**src/rtl/core/itp_pkg.sv**
```systemverilog
package itp_pkg;

    localparam int STACK_DEPTH = 16;
    localparam int CNT_W       = $clog2(STACK_DEPTH + 1);
    localparam int CHAR_W      = 8;

    typedef enum logic [2:0] {
        OP_NONE   = 3'd0,
        OP_ADD    = 3'd1,
        OP_SUB    = 3'd2,
        OP_MUL    = 3'd3,
        OP_DIV    = 3'd4,
        OP_LPAREN = 3'd5
    } t_op_code;

    typedef enum logic [1:0] {
        ERR_NONE      = 2'd0,
        ERR_FULL      = 2'd1,
        ERR_UNMATCHED = 2'd2
    } t_err_code;

    typedef enum logic [2:0] {
        CL_OTHER,
        CL_ALNUM,
        CL_LPAREN,
        CL_RPAREN,
        CL_OPER
    } t_char_class;

    typedef enum logic [1:0] {
        ST_IDLE,
        ST_MAIN,
        ST_FLUSH,
        ST_DONE
    } t_state;

    // Command to the operator stack; push and pop are never both set.
    typedef struct packed {
        logic     push;
        logic     pop;
        t_op_code code;
    } t_stack_ctrl;

    localparam logic [CHAR_W-1:0] CH_ADD    = 8'h2B;
    localparam logic [CHAR_W-1:0] CH_SUB    = 8'h2D;
    localparam logic [CHAR_W-1:0] CH_MUL    = 8'h2A;
    localparam logic [CHAR_W-1:0] CH_DIV    = 8'h2F;
    localparam logic [CHAR_W-1:0] CH_LPAREN = 8'h28;
    localparam logic [CHAR_W-1:0] CH_RPAREN = 8'h29;

    function automatic t_op_code op_of_char(input logic [CHAR_W-1:0] c);
        t_op_code r;
        case (c)
            CH_ADD:  r = OP_ADD;
            CH_SUB:  r = OP_SUB;
            CH_MUL:  r = OP_MUL;
            CH_DIV:  r = OP_DIV;
            default: r = OP_NONE;
        endcase
        return r;
    endfunction

    function automatic t_char_class char_class(input logic [CHAR_W-1:0] c);
        t_char_class r;
        if ((c >= 8'h30 && c <= 8'h39) || (c >= 8'h41 && c <= 8'h5A) ||
            (c >= 8'h61 && c <= 8'h7A)) begin
            r = CL_ALNUM;
        end else if (c == CH_LPAREN) begin
            r = CL_LPAREN;
        end else if (c == CH_RPAREN) begin
            r = CL_RPAREN;
        end else if (op_of_char(c) != OP_NONE) begin
            r = CL_OPER;
        end else begin
            r = CL_OTHER;
        end
        return r;
    endfunction

    function automatic logic [1:0] op_rank(input t_op_code code);
        logic [1:0] r;
        case (code)
            OP_ADD, OP_SUB: r = 2'd1;
            OP_MUL, OP_DIV: r = 2'd2;
            default:        r = 2'd0;
        endcase
        return r;
    endfunction

    function automatic logic [CHAR_W-1:0] code_char(input t_op_code code);
        logic [CHAR_W-1:0] r;
        case (code)
            OP_ADD:    r = CH_ADD;
            OP_SUB:    r = CH_SUB;
            OP_MUL:    r = CH_MUL;
            OP_DIV:    r = CH_DIV;
            OP_LPAREN: r = CH_LPAREN;
            default:   r = '0;
        endcase
        return r;
    endfunction

endpackage

```
**src/rtl/core/itp_cell.sv**
```systemverilog
module itp_cell (
    input  logic                  i_clk,
    input  itp_pkg::t_stack_ctrl  i_ctrl,
    input  itp_pkg::t_op_code     i_from_up,
    input  itp_pkg::t_op_code     i_from_down,
    output itp_pkg::t_op_code     o_code
);

    itp_pkg::t_op_code r_code;

    // A push moves every entry one cell deeper, a pop moves it one cell up.
    always_ff @(posedge i_clk) begin
        if (i_ctrl.push) begin
            r_code <= i_from_up;
        end else if (i_ctrl.pop) begin
            r_code <= i_from_down;
        end
    end

    assign o_code = r_code;

endmodule

```
**src/rtl/core/itp_stack.sv**
```systemverilog
module itp_stack (
    input  logic                        i_clk,
    input  logic                        i_rst_n,
    input  itp_pkg::t_stack_ctrl        i_ctrl,
    output itp_pkg::t_op_code           o_top,
    output logic [itp_pkg::CNT_W-1:0]   o_count
);

    itp_pkg::t_op_code             w_code [itp_pkg::STACK_DEPTH];
    logic [itp_pkg::CNT_W-1:0]     r_count;
    logic [itp_pkg::CNT_W-1:0]     n_count;

    for (genvar i = 0; i < itp_pkg::STACK_DEPTH; i++) begin : g_cell
        itp_pkg::t_op_code w_up;
        itp_pkg::t_op_code w_down;

        if (i == 0) begin : g_top
            assign w_up = i_ctrl.code;
        end else begin : g_mid_up
            assign w_up = w_code[i-1];
        end

        if (i == itp_pkg::STACK_DEPTH - 1) begin : g_bottom
            assign w_down = itp_pkg::OP_NONE;
        end else begin : g_mid_down
            assign w_down = w_code[i+1];
        end

        itp_cell u_cell (
            .i_clk       (i_clk),
            .i_ctrl      (i_ctrl),
            .i_from_up   (w_up),
            .i_from_down (w_down),
            .o_code      (w_code[i])
        );
    end

    always_comb begin
        n_count = r_count;
        if (i_ctrl.push) begin
            n_count = r_count + itp_pkg::CNT_W'(1);
        end else if (i_ctrl.pop) begin
            n_count = r_count - itp_pkg::CNT_W'(1);
        end
    end

    always_ff @(posedge i_clk) begin
        if (!i_rst_n) begin
            r_count <= '0;
        end else begin
            r_count <= n_count;
        end
    end

    assign o_top   = w_code[0];
    assign o_count = r_count;

endmodule

```
**src/rtl/core/infix_to_postfix_converter_top.sv**
```systemverilog
// Flow: a character is taken in ST_IDLE and worked in ST_MAIN, popping the stack as needed;
// a last character then passes ST_FLUSH, which pops the rest of the stack, and ST_DONE
// hands the held result to the output register. A new character is taken only in ST_IDLE,
// once the previous one is through. The cell chain makes a single stack move per cycle;
// output back-pressure can stall a state that emits or closes a word.
// Reset (synchronous, active low) empties the stack and drops any held or pending word.
module infix_to_postfix_converter_top (
    input  logic        i_clk,
    input  logic        i_rst_n,
    input  logic        s_tvalid,
    output logic        s_tready,
    input  logic [7:0]  s_tdata,   // [7:0] in_char
    input  logic        s_tlast,   // is_last
    output logic        m_tvalid,
    input  logic        m_tready,
    output logic [7:0]  m_tdata,   // [7:0] out_char
    output logic        m_tlast,   // run_last
    output logic [3:0]  m_tuser    // [0] char_valid, [1] expr_done, [3:2] error_code
);

    itp_pkg::t_state                 r_state, n_state;
    logic [itp_pkg::CHAR_W-1:0]      r_char, n_char;
    logic                            r_last, n_last;
    itp_pkg::t_char_class            r_cls, n_cls;

    // Pending result: held back one step so its run_last can be set once known.
    logic                            r_pvalid, n_pvalid;
    logic [itp_pkg::CHAR_W-1:0]      r_pchar, n_pchar;
    logic                            r_pcv, n_pcv;
    itp_pkg::t_err_code              r_perr, n_perr;

    logic                            r_ovalid, n_ovalid;
    logic [itp_pkg::CHAR_W-1:0]      r_ochar, n_ochar;
    logic                            r_ocv, n_ocv;
    logic                            r_orun, n_orun;
    logic                            r_odone, n_odone;
    itp_pkg::t_err_code              r_oerr, n_oerr;

    itp_pkg::t_stack_ctrl            w_ctrl;
    itp_pkg::t_op_code               w_top;
    logic [itp_pkg::CNT_W-1:0]       w_count;
    logic                            w_empty;
    logic                            w_full;
    logic                            w_out_free;

    logic                            e_emit;
    logic [itp_pkg::CHAR_W-1:0]      e_char;
    logic                            e_cv;
    itp_pkg::t_err_code              e_err;
    logic                            e_close;
    logic                            e_adv;

    itp_stack u_stack (
        .i_clk   (i_clk),
        .i_rst_n (i_rst_n),
        .i_ctrl  (w_ctrl),
        .o_top   (w_top),
        .o_count (w_count)
    );

    assign w_empty    = (w_count == '0);
    assign w_full     = (w_count == itp_pkg::CNT_W'(itp_pkg::STACK_DEPTH));
    assign w_out_free = !r_ovalid || m_tready;

    always_comb begin
        n_state  = r_state;
        n_char   = r_char;
        n_last   = r_last;
        n_cls    = r_cls;
        n_pvalid = r_pvalid;
        n_pchar  = r_pchar;
        n_pcv    = r_pcv;
        n_perr   = r_perr;
        n_ovalid = r_ovalid && !m_tready;
        n_ochar  = r_ochar;
        n_ocv    = r_ocv;
        n_orun   = r_orun;
        n_odone  = r_odone;
        n_oerr   = r_oerr;
        w_ctrl   = '0;
        s_tready = 1'b0;
        e_emit   = 1'b0;
        e_char   = '0;
        e_cv     = 1'b0;
        e_err    = itp_pkg::ERR_NONE;
        e_close  = 1'b0;
        e_adv    = 1'b0;

        case (r_state)
            itp_pkg::ST_IDLE: begin
                s_tready = 1'b1;
                if (s_tvalid) begin
                    n_char  = s_tdata;
                    n_last  = s_tlast;
                    n_cls   = itp_pkg::char_class(s_tdata);
                    n_state = itp_pkg::ST_MAIN;
                end
            end
            itp_pkg::ST_MAIN: begin
                case (r_cls)
                    itp_pkg::CL_ALNUM: begin
                        e_emit = 1'b1;
                        e_char = r_char;
                        e_cv   = 1'b1;
                        e_adv  = 1'b1;
                    end
                    itp_pkg::CL_LPAREN: begin
                        if (w_full) begin
                            e_emit = 1'b1;
                            e_err  = itp_pkg::ERR_FULL;
                        end else begin
                            w_ctrl.push = 1'b1;
                            w_ctrl.code = itp_pkg::OP_LPAREN;
                        end
                        e_adv = 1'b1;
                    end
                    itp_pkg::CL_RPAREN: begin
                        if (w_empty) begin
                            e_emit = 1'b1;
                            e_err  = itp_pkg::ERR_UNMATCHED;
                            e_adv  = 1'b1;
                        end else if (w_top == itp_pkg::OP_LPAREN) begin
                            w_ctrl.pop = 1'b1;
                            e_adv      = 1'b1;
                        end else begin
                            w_ctrl.pop = 1'b1;
                            e_emit     = 1'b1;
                            e_char     = itp_pkg::code_char(w_top);
                            e_cv       = 1'b1;
                        end
                    end
                    itp_pkg::CL_OPER: begin
                        if (!w_empty && w_top != itp_pkg::OP_LPAREN &&
                            itp_pkg::op_rank(w_top) >=
                            itp_pkg::op_rank(itp_pkg::op_of_char(r_char))) begin
                            w_ctrl.pop = 1'b1;
                            e_emit     = 1'b1;
                            e_char     = itp_pkg::code_char(w_top);
                            e_cv       = 1'b1;
                        end else if (w_full) begin
                            e_emit = 1'b1;
                            e_err  = itp_pkg::ERR_FULL;
                            e_adv  = 1'b1;
                        end else begin
                            w_ctrl.push = 1'b1;
                            w_ctrl.code = itp_pkg::op_of_char(r_char);
                            e_adv       = 1'b1;
                        end
                    end
                    default: begin
                        e_adv = 1'b1;
                    end
                endcase
                if (e_adv) begin
                    n_state = r_last ? itp_pkg::ST_FLUSH : itp_pkg::ST_DONE;
                end
            end
            itp_pkg::ST_FLUSH: begin
                if (!w_empty) begin
                    w_ctrl.pop = 1'b1;
                    if (w_top != itp_pkg::OP_LPAREN && w_top != itp_pkg::OP_NONE) begin
                        e_emit = 1'b1;
                        e_char = itp_pkg::code_char(w_top);
                        e_cv   = 1'b1;
                    end
                end else begin
                    n_state = itp_pkg::ST_DONE;
                end
            end
            itp_pkg::ST_DONE: begin
                // The held word, or an empty one at the end of an expression, closes the run.
                if (r_pvalid || r_last) begin
                    e_close = 1'b1;
                end
                if (!e_close || w_out_free) begin
                    n_state = itp_pkg::ST_IDLE;
                end
            end
            default: begin
                n_state = itp_pkg::ST_IDLE;
            end
        endcase

        if (e_emit) begin
            if (r_pvalid && !w_out_free) begin
                // The output is still occupied: hold everything for this cycle.
                w_ctrl  = '0;
                n_state = r_state;
            end else begin
                if (r_pvalid) begin
                    n_ovalid = 1'b1;
                    n_ochar  = r_pchar;
                    n_ocv    = r_pcv;
                    n_oerr   = r_perr;
                    n_orun   = 1'b0;
                    n_odone  = 1'b0;
                end
                n_pvalid = 1'b1;
                n_pchar  = e_char;
                n_pcv    = e_cv;
                n_perr   = e_err;
            end
        end

        if (e_close && w_out_free) begin
            n_ovalid = 1'b1;
            n_ochar  = r_pvalid ? r_pchar : '0;
            n_ocv    = r_pvalid && r_pcv;
            n_oerr   = r_pvalid ? r_perr : itp_pkg::ERR_NONE;
            n_orun   = 1'b1;
            n_odone  = r_last;
            n_pvalid = 1'b0;
        end
    end

    always_ff @(posedge i_clk) begin
        if (!i_rst_n) begin
            r_state  <= itp_pkg::ST_IDLE;
            r_pvalid <= 1'b0;
            r_ovalid <= 1'b0;
        end else begin
            r_state  <= n_state;
            r_pvalid <= n_pvalid;
            r_ovalid <= n_ovalid;
        end
    end

    always_ff @(posedge i_clk) begin
        r_char  <= n_char;
        r_last  <= n_last;
        r_cls   <= n_cls;
        r_pchar <= n_pchar;
        r_pcv   <= n_pcv;
        r_perr  <= n_perr;
        r_ochar <= n_ochar;
        r_ocv   <= n_ocv;
        r_orun  <= n_orun;
        r_odone <= n_odone;
        r_oerr  <= n_oerr;
    end

    assign m_tvalid = r_ovalid;
    assign m_tdata  = r_ochar;
    assign m_tlast  = r_orun;
    assign m_tuser  = {r_oerr, r_odone, r_ocv};

`ifndef SYNTH
    a_count_in_range: assert property (@(posedge i_clk) disable iff (!i_rst_n)
        w_count <= itp_pkg::CNT_W'(itp_pkg::STACK_DEPTH))
        else $error("operator stack count beyond its depth");

    a_done_ends_run: assert property (@(posedge i_clk) disable iff (!i_rst_n)
        m_tvalid && m_tuser[1] |-> m_tlast)
        else $error("expression end not on the last word of a run");

    a_error_no_char: assert property (@(posedge i_clk) disable iff (!i_rst_n)
        m_tvalid && m_tuser[3:2] != itp_pkg::ERR_NONE |-> !m_tuser[0])
        else $error("error word carries a character");

    a_empty_after_expr: assert property (@(posedge i_clk) disable iff (!i_rst_n)
        r_state == itp_pkg::ST_IDLE && $past(r_state == itp_pkg::ST_DONE) && $past(r_last)
        |-> w_count == '0)
        else $error("stack not empty after the end of an expression");
`endif

endmodule
```
**config.mk**
```make
export PLATFORM = sky130hd
export DESIGN_NAME = infix_to_postfix_converter_top
export DESIGN_NICKNAME = d
export VERILOG_FILES = /design/src/rtl/core/itp_pkg.sv /design/src/rtl/core/itp_cell.sv /design/src/rtl/core/itp_stack.sv /design/src/rtl/core/infix_to_postfix_converter_top.sv
export SDC_FILE = /design/constraint.sdc
export NUM_CORES = 1
export LEC_CHECK = 0
export ABC_AREA = 1
export BUFFER_PORTS_ARGS = -buffer_cell sky130_fd_sc_hd__buf_2
export CAP_MARGIN = 10
export CORE_MARGIN = 2
export CORE_UTILIZATION = 60
export DETAILED_ROUTE_END_ITERATION = 10
export GPL_TIMING_DRIVEN = 0
export PLACE_DENSITY = 0.79
export SETUP_SLACK_MARGIN = 0.2
export SYNTH_ARGS = -nofsm -noshare
export SYNTH_HDL_FRONTEND = slang
export SYNTH_SLANG_ARGS = --single-unit
```
**constraint.sdc**
```tcl
create_clock -name i_clk -period 4.1 [get_ports i_clk]
set_input_delay 0.82 -clock i_clk [delete_from_list [all_inputs] [get_ports i_clk]]
set_output_delay 0.82 -clock i_clk [all_outputs]
set_load 0.1 [all_outputs]
```
* Word-level counts from Yosys, hierarchy flattened
Index checks and enable logic that the tools add are counted.
** Word-level totals
- Output and inout bits :: 15
- Register bits :: 93
** Cells by class
- $add $sub $neg :: 2
- Multiplexer cells :: 130
- Order comparisons :: 7
- Equality and inequality tests :: 30
- Bitwise operators :: 2
- Reductions and logical operators :: 37
** Operator list (count)
- $mux W3 :: 44
- $eq A8 B6 Y1 const B :: 10
- $mux W8 :: 8
- $mux W2 :: 19
- $mux W1 :: 34
- $pmux W6 S5 :: 1
- $pmux W3 S4 :: 2
- $pmux W6 S4 :: 1
- $pmux W8 S3 :: 1
- $mux W5 :: 4
- $eq A3 B2 Y1 const B :: 6
- $ge A8 B7 Y1 const B :: 2
- $le A8 B7 Y1 const B :: 2
- $pmux W8 S2 :: 1
- $eq A3 B3 Y1 const B :: 4
- $mux W6 :: 2
- $pmux W1 S2 :: 6
- $logic_and A1 B1 Y1 :: 10
- $reduce_or A2 Y1 :: 5
- $eq A3 B1 Y1 const B :: 3
- $ge A8 B6 Y1 const B :: 1
- $le A8 B6 Y1 const B :: 1
- $pmux W2 S2 :: 2
- $pmux W2 S4 :: 1
- other kinds (23) :: 38

* Longest topological paths before layout
Gate-level depths: netlist (run 1).
- Word-level depth :: 18
- Depth in mapped cells :: 28
- Gate-level depth less buffers :: 28

* Cells and area by module
Synthesis (run 1) repeated with hierarchy kept, for this count alone.
** Second synthesis, totals
- Cell total of the unflattened synthesis :: 543
- Area, all modules :: 4737.0 um^2
** By module, submodules not included
- infix_to_postfix_converter_top :: seq. area each 1151.1 um^2, cells an instance 274, instances 1, area each 2264.7 um^2
- itp_cell :: seq. area each 90.1 um^2, cells an instance 14, instances 16, area each 133.9 um^2
- itp_stack :: seq. area each 100.1 um^2, cells an instance 45, instances 1, area each 330.3 um^2

* Worst setup path before layout (run 1)
Ideal clock, no wire load.
- Path type :: register to register
- Start :: reg r_char[7] (netlist name)
- End :: reg u_stack.g_cell[0].u_cell.r_code[0] (enable)
- Path slack :: 0.584 ns
- Path buffers :: 0
- Stages on the path, launching flop included :: 18
- Arrival :: 3.111 ns
- Period minus slack after synthesis :: 3.516 ns
- Cell sequence :: edfxtp_1 -> inv_1 -> nand4_1 -> nor4_1 -> inv_1 -> o21ai_0 -> ha_1 -> nand2_1 -> nand3_1 -> nand4_1 -> nand2_1 -> o21bai_2 -> nand2_2 -> nand3_2 -> nand2_2 -> inv_2 -> nor2_4 -> inv_1
** On the way
- Word-level cells in the longest chain between the ends :: 17
** Ends and longest elaborated chain
- start: declaration :: line infix_to_postfix_converter_top.sv:22 : logic [itp_pkg::CHAR_W-1:0] r_char, n_char;
- start signal: assignment :: line infix_to_postfix_converter_top.sv:229 : r_char <= n_char;
- $eq A8 B6 Y1 :: line itp_pkg.sv:53 : case (c)
- $pmux W3 S4 (*) :: line itp_pkg.sv:53
- $mux W3 (*) :: line infix_to_postfix_converter_top.sv:100 : case (r_cls)
- $mux W3 (*) :: line infix_to_postfix_converter_top.sv:89 : case (r_state)
- $eq A3 B2 Y1, or another cell as far along :: line itp_pkg.sv:82 : case (code)
- $reduce_or A2 Y1 :: line itp_pkg.sv:82
- $pmux W2 S2 (*) :: line itp_pkg.sv:82
- $mux W2 (*) :: line infix_to_postfix_converter_top.sv:100
- $mux W2 (*) :: line infix_to_postfix_converter_top.sv:89
- $ge A2 B2 Y1 (*) :: line infix_to_postfix_converter_top.sv:134 : itp_pkg::op_rank(w_top) >=
- $logic_and A1 B1 Y1 (*) :: line infix_to_postfix_converter_top.sv:133 : if (!w_empty && w_top != itp_pkg::OP_LPAREN &&
- $mux W1 :: line infix_to_postfix_converter_top.sv:133
- $pmux W1 S2 :: line infix_to_postfix_converter_top.sv:100
- $pmux W1 S2 or $mux W1 (tied branches) :: line infix_to_postfix_converter_top.sv:89
- $mux W5 :: line infix_to_postfix_converter_top.sv:185 : if (r_pvalid && !w_out_free) begin
- $mux W5 (*) :: line infix_to_postfix_converter_top.sv:184 : if (e_emit) begin
- $reduce_bool A2 Y1 (no source line) (*)
- end signal: assignment :: line itp_cell.sv:14 : r_code <= i_from_up;
- end signal: assignment :: line itp_cell.sv:16 : r_code <= i_from_down;
- end: declaration :: line itp_cell.sv:9 : itp_pkg::t_op_code r_code;
Mark *: on every way between the ends. The rest lies on a longest branch, timed or not. The select of a mux whose other input is x is not followed.
A chain may end at the register's enable or synchronous reset.

* Worst setup path after layout (run 1)
- Start :: reg r_char[4] (netlist name)
- End :: reg u_stack.r_count (netlist bit u_stack.o_count[2])
** On the way
- Word-level cells in the longest chain between the ends :: 17
** Ends and longest elaborated chain
- $eq A8 B6 Y1 :: line itp_pkg.sv:53
- $pmux W3 S4 (*) :: line itp_pkg.sv:53
- $mux W3 (*) :: line infix_to_postfix_converter_top.sv:100
- $mux W3 (*) :: line infix_to_postfix_converter_top.sv:89
- $eq A3 B2 Y1, or another cell as far along :: line itp_pkg.sv:82
- $reduce_or A2 Y1 :: line itp_pkg.sv:82
- $pmux W2 S2 (*) :: line itp_pkg.sv:82
- $mux W2 (*) :: line infix_to_postfix_converter_top.sv:100
- $mux W2 (*) :: line infix_to_postfix_converter_top.sv:89
- $ge A2 B2 Y1 (*) :: line infix_to_postfix_converter_top.sv:134
- $logic_and A1 B1 Y1 (*) :: line infix_to_postfix_converter_top.sv:133
- $mux W1 :: line infix_to_postfix_converter_top.sv:133
- $pmux W1 S2 :: line infix_to_postfix_converter_top.sv:100
- $pmux W1 S2 or $mux W1 (tied branches) :: line infix_to_postfix_converter_top.sv:89
- $mux W5 :: line infix_to_postfix_converter_top.sv:185
- $mux W5 (*) :: line infix_to_postfix_converter_top.sv:184
- $reduce_bool A2 Y1 (no source line) or $mux W5 (tied branches)
- end signal: assignment :: line itp_stack.sv:51 : r_count <= n_count;
- end: declaration :: line itp_stack.sv:10 : logic [itp_pkg::CNT_W-1:0] r_count;
Marked as above.

==> flow_metrics.env, run 1 <==
export IMPL_yosys_area_top_type="edfxtp_1"
export IMPL_ir_worst_vdd_uv=280
export IMPL_wl_met3_um=572
export IMPL_cts_sinks=93
export IMPL_grt_usage=0.220
export IMPL_maxSlewHeadroom=0.369
export IMPL_drt_wl_total_mm=8.62
export IMPL_hold_buffers=0
export IMPL_worstMarginPinSlew_ns=0.943
export IMPL_synth_compound_area_frac=0.110
export IMPL_crit_path_start_kind="register"
export IMPL_synthXorXnorAreaFrac=0.00192
export IMPL_r2r_end="u_stack.o_count[2]"
export IMPL_yosysSeqAreaShare=0.590
export IMPL_status="finished clean"
export IMPL_ys_seq_elements=93
export IMPL_top_layer_used="met4"
export IMPL_wl_met2_mm=3.97
export IMPL_ctsHtreeMaxLevel=3
export IMPL_wl_per_cell_um=13.7
export IMPL_netlist_top_cells_area="edfxtp_1, nand2_1, inv_1"
export IMPL_die_y_um=91.2
export IMPL_holdPathStages=2
export IMPL_dieArea_mm2=0.00832
export IMPL_io_pins=28
export IMPL_r2r_start="r_char[4]"
export IMPL_synth_edf_count=83
export IMPL_total_power_mw=3.03
export IMPL_hold_start="m_tlast"
export IMPL_timing_final_crit_share=0.858
export IMPL_finalSetupViolCount=0
export IMPL_synth_async_sr_flop_share=0
export IMPL_drcViolationCount=0
export IMPL_overflow=0
export IMPL_met1Wirelength_mm=3.96
export IMPL_place_congestion=0.889
export IMPL_grt_max_degree=44
export IMPL_antenna_cells=0
export IMPL_synth_top_family_by_area="simple AND/OR/NAND/NOR gates"
export IMPL_ys_types=38
export IMPL_critPathMaxFanout=8
export IMPL_cts_tree="yes"
export IMPL_min_to="m_tlast"
export IMPL_grt_pass1_vias=3137
export IMPL_synth_mux_area_frac=0
export IMPL_viasPerCell=5.36
export IMPL_final_max_slew_viol_count=0
export IMPL_reg2regPathDepth=24
export IMPL_drive_gt1_frac=0.150
export IMPL_drtIter0Drc=262
export IMPL_num_rows=31
export IMPL_hp_class="reg -> reg"
export IMPL_die_x_um=91.2
export IMPL_antenna_found_initial=0
export IMPL_synth_area_mm2=0.00456
export IMPL_synth_simple_gate_area_share=0.189
export IMPL_synthAdderAreaFrac=0.0192
export IMPL_nets=543
export IMPL_vias=3361
export IMPL_hpwl_mm=6.09
export IMPL_initial_core_util=0.626
export IMPL_leakage_nw=2.13
export IMPL_clk_pin_slew_worst_paths_ns=0.10
export IMPL_area_growth_syn_to_layout_pct=10.1
export IMPL_clk_latency_ns=0.36
export IMPL_cts_made_buffers=9
export IMPL_first_pass_iters=5
export IMPL_antenna_left=0
export IMPL_clock_tree_root_cell="clkbuf_8"
export IMPL_crit_required_ns=4.37
export IMPL_core_area_mm2=0.00729
export IMPL_yosysTopAreaCellShare=0.546
export IMPL_clock_skew_ns=0.0193
export IMPL_achievable_frequency_ghz=0.284
export IMPL_power_density_mw_per_mm2=603
export IMPL_end_kind="register"
export IMPL_regToRegSetupSlack_ns=0.58
export IMPL_syn_num_nets=503
export IMPL_period_minus_slack_ns=3.52
export IMPL_grt_pass1_wl_mm=14.5
export IMPL_rsz0062_at_grt="yes"
export IMPL_clockBufferDepth=2
export IMPL_synth_warnings=0
export IMPL_cp_arrival_ns=3.78
export IMPL_hold_slack_ns=0.461
export IMPL_path_class="reg -> reg"
export IMPL_synthCells=483
export IMPL_fillers=582
export IMPL_synth_main_ff_cell="edfxtp_1"
export IMPL_portBuffers=27
export IMPL_instances_no_fill=627
export IMPL_hold_viol_final=0
export IMPL_dp_cells=610
export IMPL_maxCapViolations=0
export IMPL_avgSynthCellArea_um2=9.44
[state kept, by name, summed over array words and instances (netlist names), 2 cells and up]
signal                        flops
r_oerr                            2
r_perr                            2
u_stack.o_count                   5
r_cls                             3
r_char                            8
r_pchar                           8
r_state                           2
u_stack.g_cell.u_cell.o_code     48
m_tdata                           8
[cell families after synthesis]
| kind of cell | Yosys count |
|---|---|
| AOI/OAI and AO/OA | 87 |
| xor gates and xnor gates | 1 |
| adders and majority gates | 7 |
| and+or+nand+nor | 193 |
| DFF | 93 |
| buffers and inverters | 102 |
[where the power goes]
group / total (mW) / switching (mW) / internal, mW
clock network: 0.529 / 0.310 / 0.220
registers: 1.41 / 0.0982 / 1.31
logic: 1.09 / 0.797 / 0.296
total: 3.03 / 1.20 / 1.82
[synthesized netlist by cell type (2+ instances only)]
master	n
nand2_1	105
inv_1	85
edfxtp_1	83
o21ai_0	46
nor2_1	41
a21oi_1	14
nand3_1	14
dfxtp_1	10
nand2_2	10
buf_2	8
ha_1	7
o21ai_1	7
a211oi_1	6
nor4_1	6
nand4_1	4
nor2_4	4
a31oi_1	3
inv_2	3
buf_4	2
clkbuf_1	2
nand3_2	2
nor2_2	2
nor3_1	2
o211ai_1	2
o31ai_1	2
[metal layers]
layer | up-vias | GRT usage
met2 | 123 | 0.345
met1 | 1550 | 0.308
met4 | 0 | 0.0783
met5 | - | 0
li1 | 1676 | -
met3 | 12 | 0.0448
[critical path, cell delays in order, from the launching register on]
cell      delay [ns]
edfxtp_1        0.36
inv_1           0.07
nand4_1         0.24
nor4_4          0.24
inv_1           0.06
o21ai_0         0.16
ha_1            0.26
nand2_1         0.08
nand3_1         0.12
nand4_1         0.18
nand2_1         0.10
o21bai_2        0.14
nand2_2         0.08
nand3_2         0.12
nand2_2         0.10
inv_2           0.16
nand2_1         0.09
nand2_1         0.06
inv_1           0.05
ha_1            0.18
inv_1           0.09
nand2_1         0.10
xor2_1          0.17
o21ai_1         0.17
inv_1           0.06
[per-stage QoR]
step	setup WS (ns)	TNS, ns	area [µm²]	util
floorplan	0.584	0	4560	-
global route	0.145	0	5020	0.689
global placement	-0.237	-11.39	4820	0.661
detailed placement	0.572	0	4840	0.664
CTS	0.514	0	5000	0.686
finish	0.584	0	5020	0.689
[worst max path at each step]
stage / from / to / slack, ns / cells past startpoint
2_1_floorplan: r_char[7] / u_stack.g_cell[0].u_cell.o_code[0] / 0.58 / 17
3_3_place_gp: r_char[7] / u_stack.o_count[0] / -0.24 / 19
3_5_place_dp: r_char[7] / u_stack.o_count[2] / 0.57 / 24
4_1_cts: r_char[7] / u_stack.o_count[2] / 0.51 / 24
5_1_grt: r_char[4] / u_stack.o_count[2] / 0.14 / 24
6_report: r_char[4] / u_stack.o_count[2] / 0.58 / 24
[timing repair]
action                     in CTS  in global routing
setup endpoints to repair       0                 14
gates resized for setup         0                  2
buffers inserted                0                  1
hold endpoints to repair        0                  0
[cell usage in the layout, fill, tap and decap left out, types with 2 or more instances in the layout]
master / instances
nand2_1: 105
inv_1: 84
edfxtp_1: 83
o21ai_0: 46
nor2_1: 41
buf_2: 35
nand3_1: 14
a21oi_1: 14
nand2_2: 10
dfxtp_1: 10
clkbuf_8: 9
o21ai_1: 7
ha_1: 7
a211oi_1: 6
clkbuf_1: 5
nor4_1: 5
inv_2: 4
nor2_4: 4
nand4_1: 4
a31oi_1: 3
buf_4: 3
nor3_1: 2
nor2_2: 2
nand3_2: 2
clkinv_1: 2
o211ai_1: 2
o31ai_1: 2
[final cells by class]
cell class                      count  area, µm²  area share
Buffer                             13       73.8      0.0147
Clock buffer                       12        135      0.0269
Clock inverter                      4       25.0     0.00498
Inverter                           89        334      0.0665
Multi-Input combinational cell    288       1480       0.294
Sequential cell                    93       2690       0.536
Tap cell                           99        124      0.0247
Timing Repair Buffer               29        163      0.0324
(Power assumes the default switching activity.)
==> run 2, diff against run 1 <==
ABC_AREA = default   (was 1)
CORE_UTILIZATION = 61   (was 60)
PLACE_DENSITY = 0.8   (was 0.79)
clock period = 3.9 ns   (was 4.1 ns; I/O delays follow)
==> run 2 against run 1 <==
Compared with the run above:
- register-to-register slack worse by 0.19 ns
- hold slack improved by 0.060 ns
- non-clock buffer count is 12 higher
- final cell count decreased by 19%
- utilization rose by 3.2 points
- global-route usage decreased by 0.27 points
- wire length grew 2.2%
- largest cell class unchanged
- critical path type unchanged
- highest routed layer unchanged
- via count fell by 9.9%
- largest power group unchanged
==> flow_metrics.env, run 2 <==
export IMPL_ys_types=61
export IMPL_cts_tree="yes"
export IMPL_largest_reg_flops=48
export IMPL_synth_edf_count=83
export IMPL_yosys_area_top_type="edfxtp_1"
export IMPL_maxCapViolations=0
export IMPL_finalSetupViolCount=0
export IMPL_achievable_frequency_ghz=0.285
export IMPL_multi_input_area_mm2=0.00189
export IMPL_synth_async_sr_flop_share=0
export IMPL_hpwl_mm=5.97
export IMPL_end_kind="register"
export IMPL_cts_sinks=93
export IMPL_crit_required_ns=4.20
export IMPL_synth_warnings=0
export IMPL_core_area_mm2=0.00729
export IMPL_area_growth_syn_to_layout_pct=13.6
export IMPL_timing_final_crit_share=0.900
export IMPL_design_area_mm2=0.00526
export IMPL_die_x_um=91.1
export IMPL_antenna_found_initial=0
export IMPL_hp_class="reg -> reg"
export IMPL_final_max_slew_viol_count=0
export IMPL_final_cell_mix="edfxtp_1, mux2_2, buf_2, nand2_1, nor2b_1"
export IMPL_hold_viol_final=0
export IMPL_grt_max_degree=29
export IMPL_drcViolationCount=0
export IMPL_clk_latency_ns=0.36
export IMPL_clock_tree_root_cell="clkbuf_8"
export IMPL_num_rows=31
export IMPL_nets=423
export IMPL_grt_usage=0.218
export IMPL_initial_core_util=0.635
export IMPL_vias=3028
export IMPL_drtIter0Drc=221
export IMPL_crit_path_start_kind="register"
export IMPL_portBuffers=27
export IMPL_drt_wl_total_mm=8.81
export IMPL_regArea_mm2=0.00269
export IMPL_avgSynthCellArea_um2=13.0
export IMPL_die_y_um=91.1
export IMPL_yosysSeqAreaShare=0.582
export IMPL_final_util=0.721
export IMPL_leakage_nw=1.84
export IMPL_worstMarginPinSlew_ns=0.926
export IMPL_wl_per_cell_um=17.4
export IMPL_first_pass_iters=6
export IMPL_synthCells=356
export IMPL_synth_most_common_cell="edfxtp_1"
export IMPL_status="finished clean"
export IMPL_synth_top_cells_by_count="edfxtp_1, mux2_2, nand2_1"
export IMPL_ir_worst_vdd_uv=284
export IMPL_maxSlewHeadroom=0.379
export IMPL_synth_area_mm2=0.00463
export IMPL_clockBufferDepth=2
export IMPL_place_congestion=0.902
export IMPL_synth_main_ff_cell="edfxtp_1"
export IMPL_critPathMaxFanout=10
export IMPL_antenna_left=0
export IMPL_clock_skew_ns=0.0106
export IMPL_netlist_top_cells_area="edfxtp_1, mux2_2, dfxtp_1"
export IMPL_ctsHtreeMaxLevel=3
export IMPL_yosysTopAreaCellShare=0.538
export IMPL_dp_cells=483
export IMPL_io_pins=28
export IMPL_antenna_cells=0
export IMPL_period_minus_slack_ns=3.51
export IMPL_cts_made_buffers=9
export IMPL_cp_arrival_ns=3.81
export IMPL_grt_pass1_wl_mm=14.1
export IMPL_overflow=0
export IMPL_grt_pass1_vias=2927
export IMPL_path_class="reg -> reg"
export IMPL_place_area_mm2=0.00493
export IMPL_drive_gt1_frac=0.314
export IMPL_ys_seq_elements=93
export IMPL_viasPerCell=5.97
export IMPL_clk_pin_slew_worst_paths_ns=0.09
export IMPL_fillers=505
export IMPL_syn_num_nets=376
export IMPL_rsz0062_at_grt="yes"
export IMPL_dieArea_mm2=0.00830
export IMPL_instances_no_fill=507
export IMPL_mostFrequentLayoutCell="edfxtp_1"
export IMPL_power_density_mw_per_mm2=612
-- run 2: cell types whose count changed after synthesis, moves of 9 or more --
cell      previous run  this run
inv_1               85         7
mux2_2               0        39
mux2i_1              0         9
nand2_1            105        27
nand2_2             10         0
nand2b_1             0        10
nor2_1              41        13
nor2b_1              0        16
o21ai_0             46         9
-- run 2: per-stage QoR --
| stage | setup slack, ns | power [mW] | TNS (ns) | hold WS [ns] |
|---|---|---|---|---|
| 2_1_floorplan | 0.225 | 2.23 | 0 | 0.489 |
| 3_3_place_gp | -0.190 | 2.42 | -2.66 | 0.477 |
| 3_5_place_dp | -0.344 | 2.48 | -0.660 | 0.497 |
| 4_1_cts | 0.204 | 3.16 | 0 | 0.515 |
| 5_1_grt | 0.182 | 3.37 | 0 | 0.546 |
| 6_report | 0.390 | 3.22 | 0 | 0.521 |
-- run 2: worst max-delay path: stages (launching register included) --
cell and delay (ns):
edfxtp_1 0.41, clkbuf_4 0.20, or3b_2 0.47, nand2_1 0.08, ha_1 0.26, a21oi_4 0.19, o21a_4 0.17, o211ai_4 0.10
a21oi_4 0.20, buf_6 0.12, buf_8 0.14, xnor2_1 0.07, ha_2 0.21, nor4b_4 0.27, nand3_1 0.13, a22oi_2 0.21
mux2i_1 0.19
-- run 2: cell families (layout without fill, tap and decap cells) --
group                      count (synthesis)  in the layout  share of synthesized area
and+or+nand+nor                          115            115                      0.138
muxes                                     53             53                      0.131
xor gates and xnor gates                   7              7                     0.0132
DFF                                       93             93                      0.582
buffers and inverters                     26             77                     0.0303
adders and majority gates                  7              7                     0.0189
AOI/OAI and AO/OA                         55             56                     0.0870
-- run 2: per-layer routing --
| layer | part of all wire | vias up | track usage |
|---|---|---|---|
| li1 | - | 1433 | - |
| met1 | 0.45 | 1483 | 0.298 |
| met2 | 0.48 | 89 | 0.336 |
| met3 | 0.045 | 23 | 0.0382 |
| met4 | 0.025 | 0 | 0.111 |
| met5 | 0 | - | 0 |
-- run 2: power breakdown --
| group | switching (mW) | internal [mW] |
|---|---|---|
| sequential | 0.116 | 1.34 |
| clock | 0.346 | 0.301 |
| combinational | 0.671 | 0.448 |
-- run 2: path summary, 6_finish.rpt --
path | start | endpoint | slack [ns] | cells after the start
setup reg to reg | u_stack.g_cell[0].u_cell.o_code[0] | u_stack.o_count[2] | 0.39 | 16
hold reg to reg | m_tlast | m_tlast | 0.52 | 2
setup / recovery | u_stack.g_cell[0].u_cell.o_code[0] | u_stack.o_count[2] | 0.39 | 16
hold / removal | m_tlast | m_tlast | 0.52 | 2
-- run 2: cell type report --
class	count	area share
sequential	93	0.512
multi-input combinational	238	0.360
timing repair buffer	35	0.0395
clock buffer	10	0.0243
tap	99	0.0236
buffer	19	0.0228
clock inverter	6	0.0131
inverter	7	0.00500
-- run 2: what timing repair did --
action,CTS,global route
hold buffers,0,0
cloned,0,1
setup buffers,5,2
endpoints found under the setup margin,13,41
resized for setup,6,9
pin swaps,4,2
==> run 3, diff against run 2 <==
CORE_UTILIZATION = 63   (was 61)
CTS_BUF_LIST = sky130_fd_sc_hd__clkbuf_4   (was default)
PLACE_DENSITY = 0.82   (was 0.8)
==> run 3 against run 2 <==
Compared with the run above:
- sequential share of layout area grew 0.39 points
- setup slack worse by 0.072 ns
- largest power group unchanged
- hold slack lost 0.012 ns
- critical endpoint is now u_stack.o_count[4]
- cell area decreased by 0.76%
- utilization grew 0.61 points
==> flow_metrics.env, run 3 (synthesis gave the netlist of run 2 again) <==
export IMPL_grt_pass1_vias=2804
export IMPL_nets=424
export IMPL_largest_reg_flops=48
export IMPL_power_density_mw_per_mm2=601
export IMPL_clock_skew_ns=0.0254
export IMPL_grt_usage=0.207
export IMPL_max_stage_delay_ns=0.50
export IMPL_hpwl_mm=5.39
export IMPL_dieArea_mm2=0.00805
export IMPL_antenna_cells=0
export IMPL_ir_worst_vdd_uv=326
export IMPL_core_area_mm2=0.00718
export IMPL_vias=2974
export IMPL_initial_core_util=0.645
export IMPL_timing_final_crit_share=0.919
export IMPL_path_class="reg -> reg"
export IMPL_cp_common_cell="a21oi_4"
export IMPL_total_power_mw=3.14
export IMPL_num_rows=31
export IMPL_tns_ns=0
export IMPL_status="finished clean"
export IMPL_startpoint="u_stack.g_cell[0].u_cell.o_code[1]"
export IMPL_first_pass_iters=5
export IMPL_fillers=463
export IMPL_maxCapViolations=0
export IMPL_die_y_um=89.7
export IMPL_cp_arrival_ns=3.96
export IMPL_place_congestion=0.902
export IMPL_multi_input_area_mm2=0.00188
export IMPL_leakage_nw=1.84
export IMPL_regArea_mm2=0.00269
export IMPL_crit_path_start_kind="register"
export IMPL_cpMaxStageDelayCell="or3b_2"
export IMPL_end_kind="register"
export IMPL_grt_max_degree=27
export IMPL_io_pins=28
export IMPL_instances_no_fill=508
export IMPL_crit_required_ns=4.28
export IMPL_r2r_end="u_stack.o_count[4]"
export IMPL_antenna_left=0
export IMPL_cts_made_buffers=9
export IMPL_r2r_start="u_stack.g_cell[0].u_cell.o_code[1]"
export IMPL_clk_latency_ns=0.45
export IMPL_grt_pass1_wl_mm=13.4
export IMPL_dp_cells=484
export IMPL_die_x_um=89.7
export IMPL_mostFrequentLayoutCell="edfxtp_1"
export IMPL_reg2regPathDepth=16
export IMPL_viasPerCell=5.85
export IMPL_min_to="r_last"
export IMPL_drtIter0Drc=248
export IMPL_drt_wl_total_mm=8.07
export IMPL_clock_tree_root_cell="clkbuf_4"
export IMPL_wl_per_cell_um=15.9
export IMPL_period_minus_slack_ns=3.58
export IMPL_drive_gt1_frac=0.308
export IMPL_portBuffers=27
export IMPL_finalSetupViolCount=0
export IMPL_hold_viol_final=0
export IMPL_final_max_slew_viol_count=0
export IMPL_worstMarginPinSlew_ns=0.659
export IMPL_final_cell_mix="edfxtp_1, mux2_2, buf_2, nand2_1, nor2b_1"
export IMPL_area_growth_syn_to_layout_pct=12.7
export IMPL_cp_cell_sequence="buf_2 -> or3b_2 -> nand2_1 -> ha_1 -> a21oi_4 -> o21a_1 -> o211ai_4 -> a21oi_4 -> buf_6 -> buf_8 -> xnor2_1 -> ha_2 -> nor4b_4 -> nand4_1 -> a22oi_2 -> mux2i_1"
export IMPL_maxSlewHeadroom=0.560
export IMPL_regToRegSetupSlack_ns=0.32
export IMPL_clockBufferDepth=2
export IMPL_clk_pin_slew_worst_paths_ns=0.14
export IMPL_achievable_frequency_ghz=0.279
export IMPL_overflow=0
export IMPL_cts_tree="yes"
export IMPL_antenna_found_initial=0
export IMPL_hold_start="s_tlast"
export IMPL_cts_sinks=93
export IMPL_critPathMaxFanout=10
export IMPL_rsz0062_at_grt="yes"
export IMPL_ctsHtreeMaxLevel=3
export IMPL_drcViolationCount=0
export IMPL_holdPathStages=1
export IMPL_hp_class="in -> reg"
[run 3: cell count changes in the layout (fill, tap and decap cells not counted), sizes merged]
cell      before  now
buf           46   49
bufinv         1    2
clkbuf        18   15
clkinv         2    3
clkinvlp       1    0
[run 3: where the power goes]
group / internal (mW) / leakage [nW] / switching [mW] / total (mW)
clock: 0.265 / 0.0899 / 0.330 / 0.595
combinational: 0.445 / 0.920 / 0.647 / 1.09
sequential: 1.34 / 0.829 / 0.114 / 1.45
[run 3: timing repair]
| item | in CTS | in global routing |
|---|---|---|
| hold buffers | 0 | 0 |
| gates cloned | 1 | 0 |
| buffers inserted | 5 | 2 |
| resized for setup | 7 | 5 |
| setup endpoints to repair | 37 | 39 |
| pin swaps | 5 | 2 |
[run 3: layout make-up]
cell class                      count  share of cell area
Timing Repair Buffer               36              0.0408
Multi-Input combinational cell    238               0.360
Buffer                             19              0.0225
Clock inverter                      7              0.0187
Tap cell                           99              0.0237
Clock buffer                        9              0.0129
Sequential cell                    93               0.516
Inverter                            7             0.00504
[run 3: how the worst max path moves through the flow]
stage                          to  slack, ns  cells after the start
2_1_floorplan  u_stack.o_count[4]       0.22                     16
3_3_place_gp   u_stack.o_count[4]      -0.18                     16
3_5_place_dp   u_stack.o_count[4]      -0.29                     16
4_1_cts        u_stack.o_count[4]       0.19                     16
5_1_grt        u_stack.o_count[4]       0.12                     16
6_report       u_stack.o_count[4]       0.32                     16
[run 3: critical path, delay by kind of cell, from the launching register on]
kind            cells  cell delay, ns
compound gates      5            0.91
xor+xnor            1            0.08
fa+ha+maj           2            0.48
buf+inv             3            0.47
flops               1            0.39
mux                 1            0.20
simple gates        4            1.00
[run 3: layer usage]
layer	part of all wire	GRT usage	vias up	wire, µm
met4	0.016	0.0756	0	132
met1	0.44	0.293	1427	3580
met5	0	0	-	0
met2	0.48	0.315	95	3890
li1	-	-	1441	-
met3	0.058	0.0520	11	470
[run 3: stage by stage]
stage	setup WS (ns)	hold WS, ns	utilization	cell area (µm²)
finish	0.317	0.509	0.727	5220
global route	0.124	0.476	0.727	5220
CTS	0.195	0.491	0.722	5180
detailed placement	-0.290	0.487	0.687	4930
global placement	-0.184	0.476	0.683	4900
floorplan	0.225	0.489	-	4640
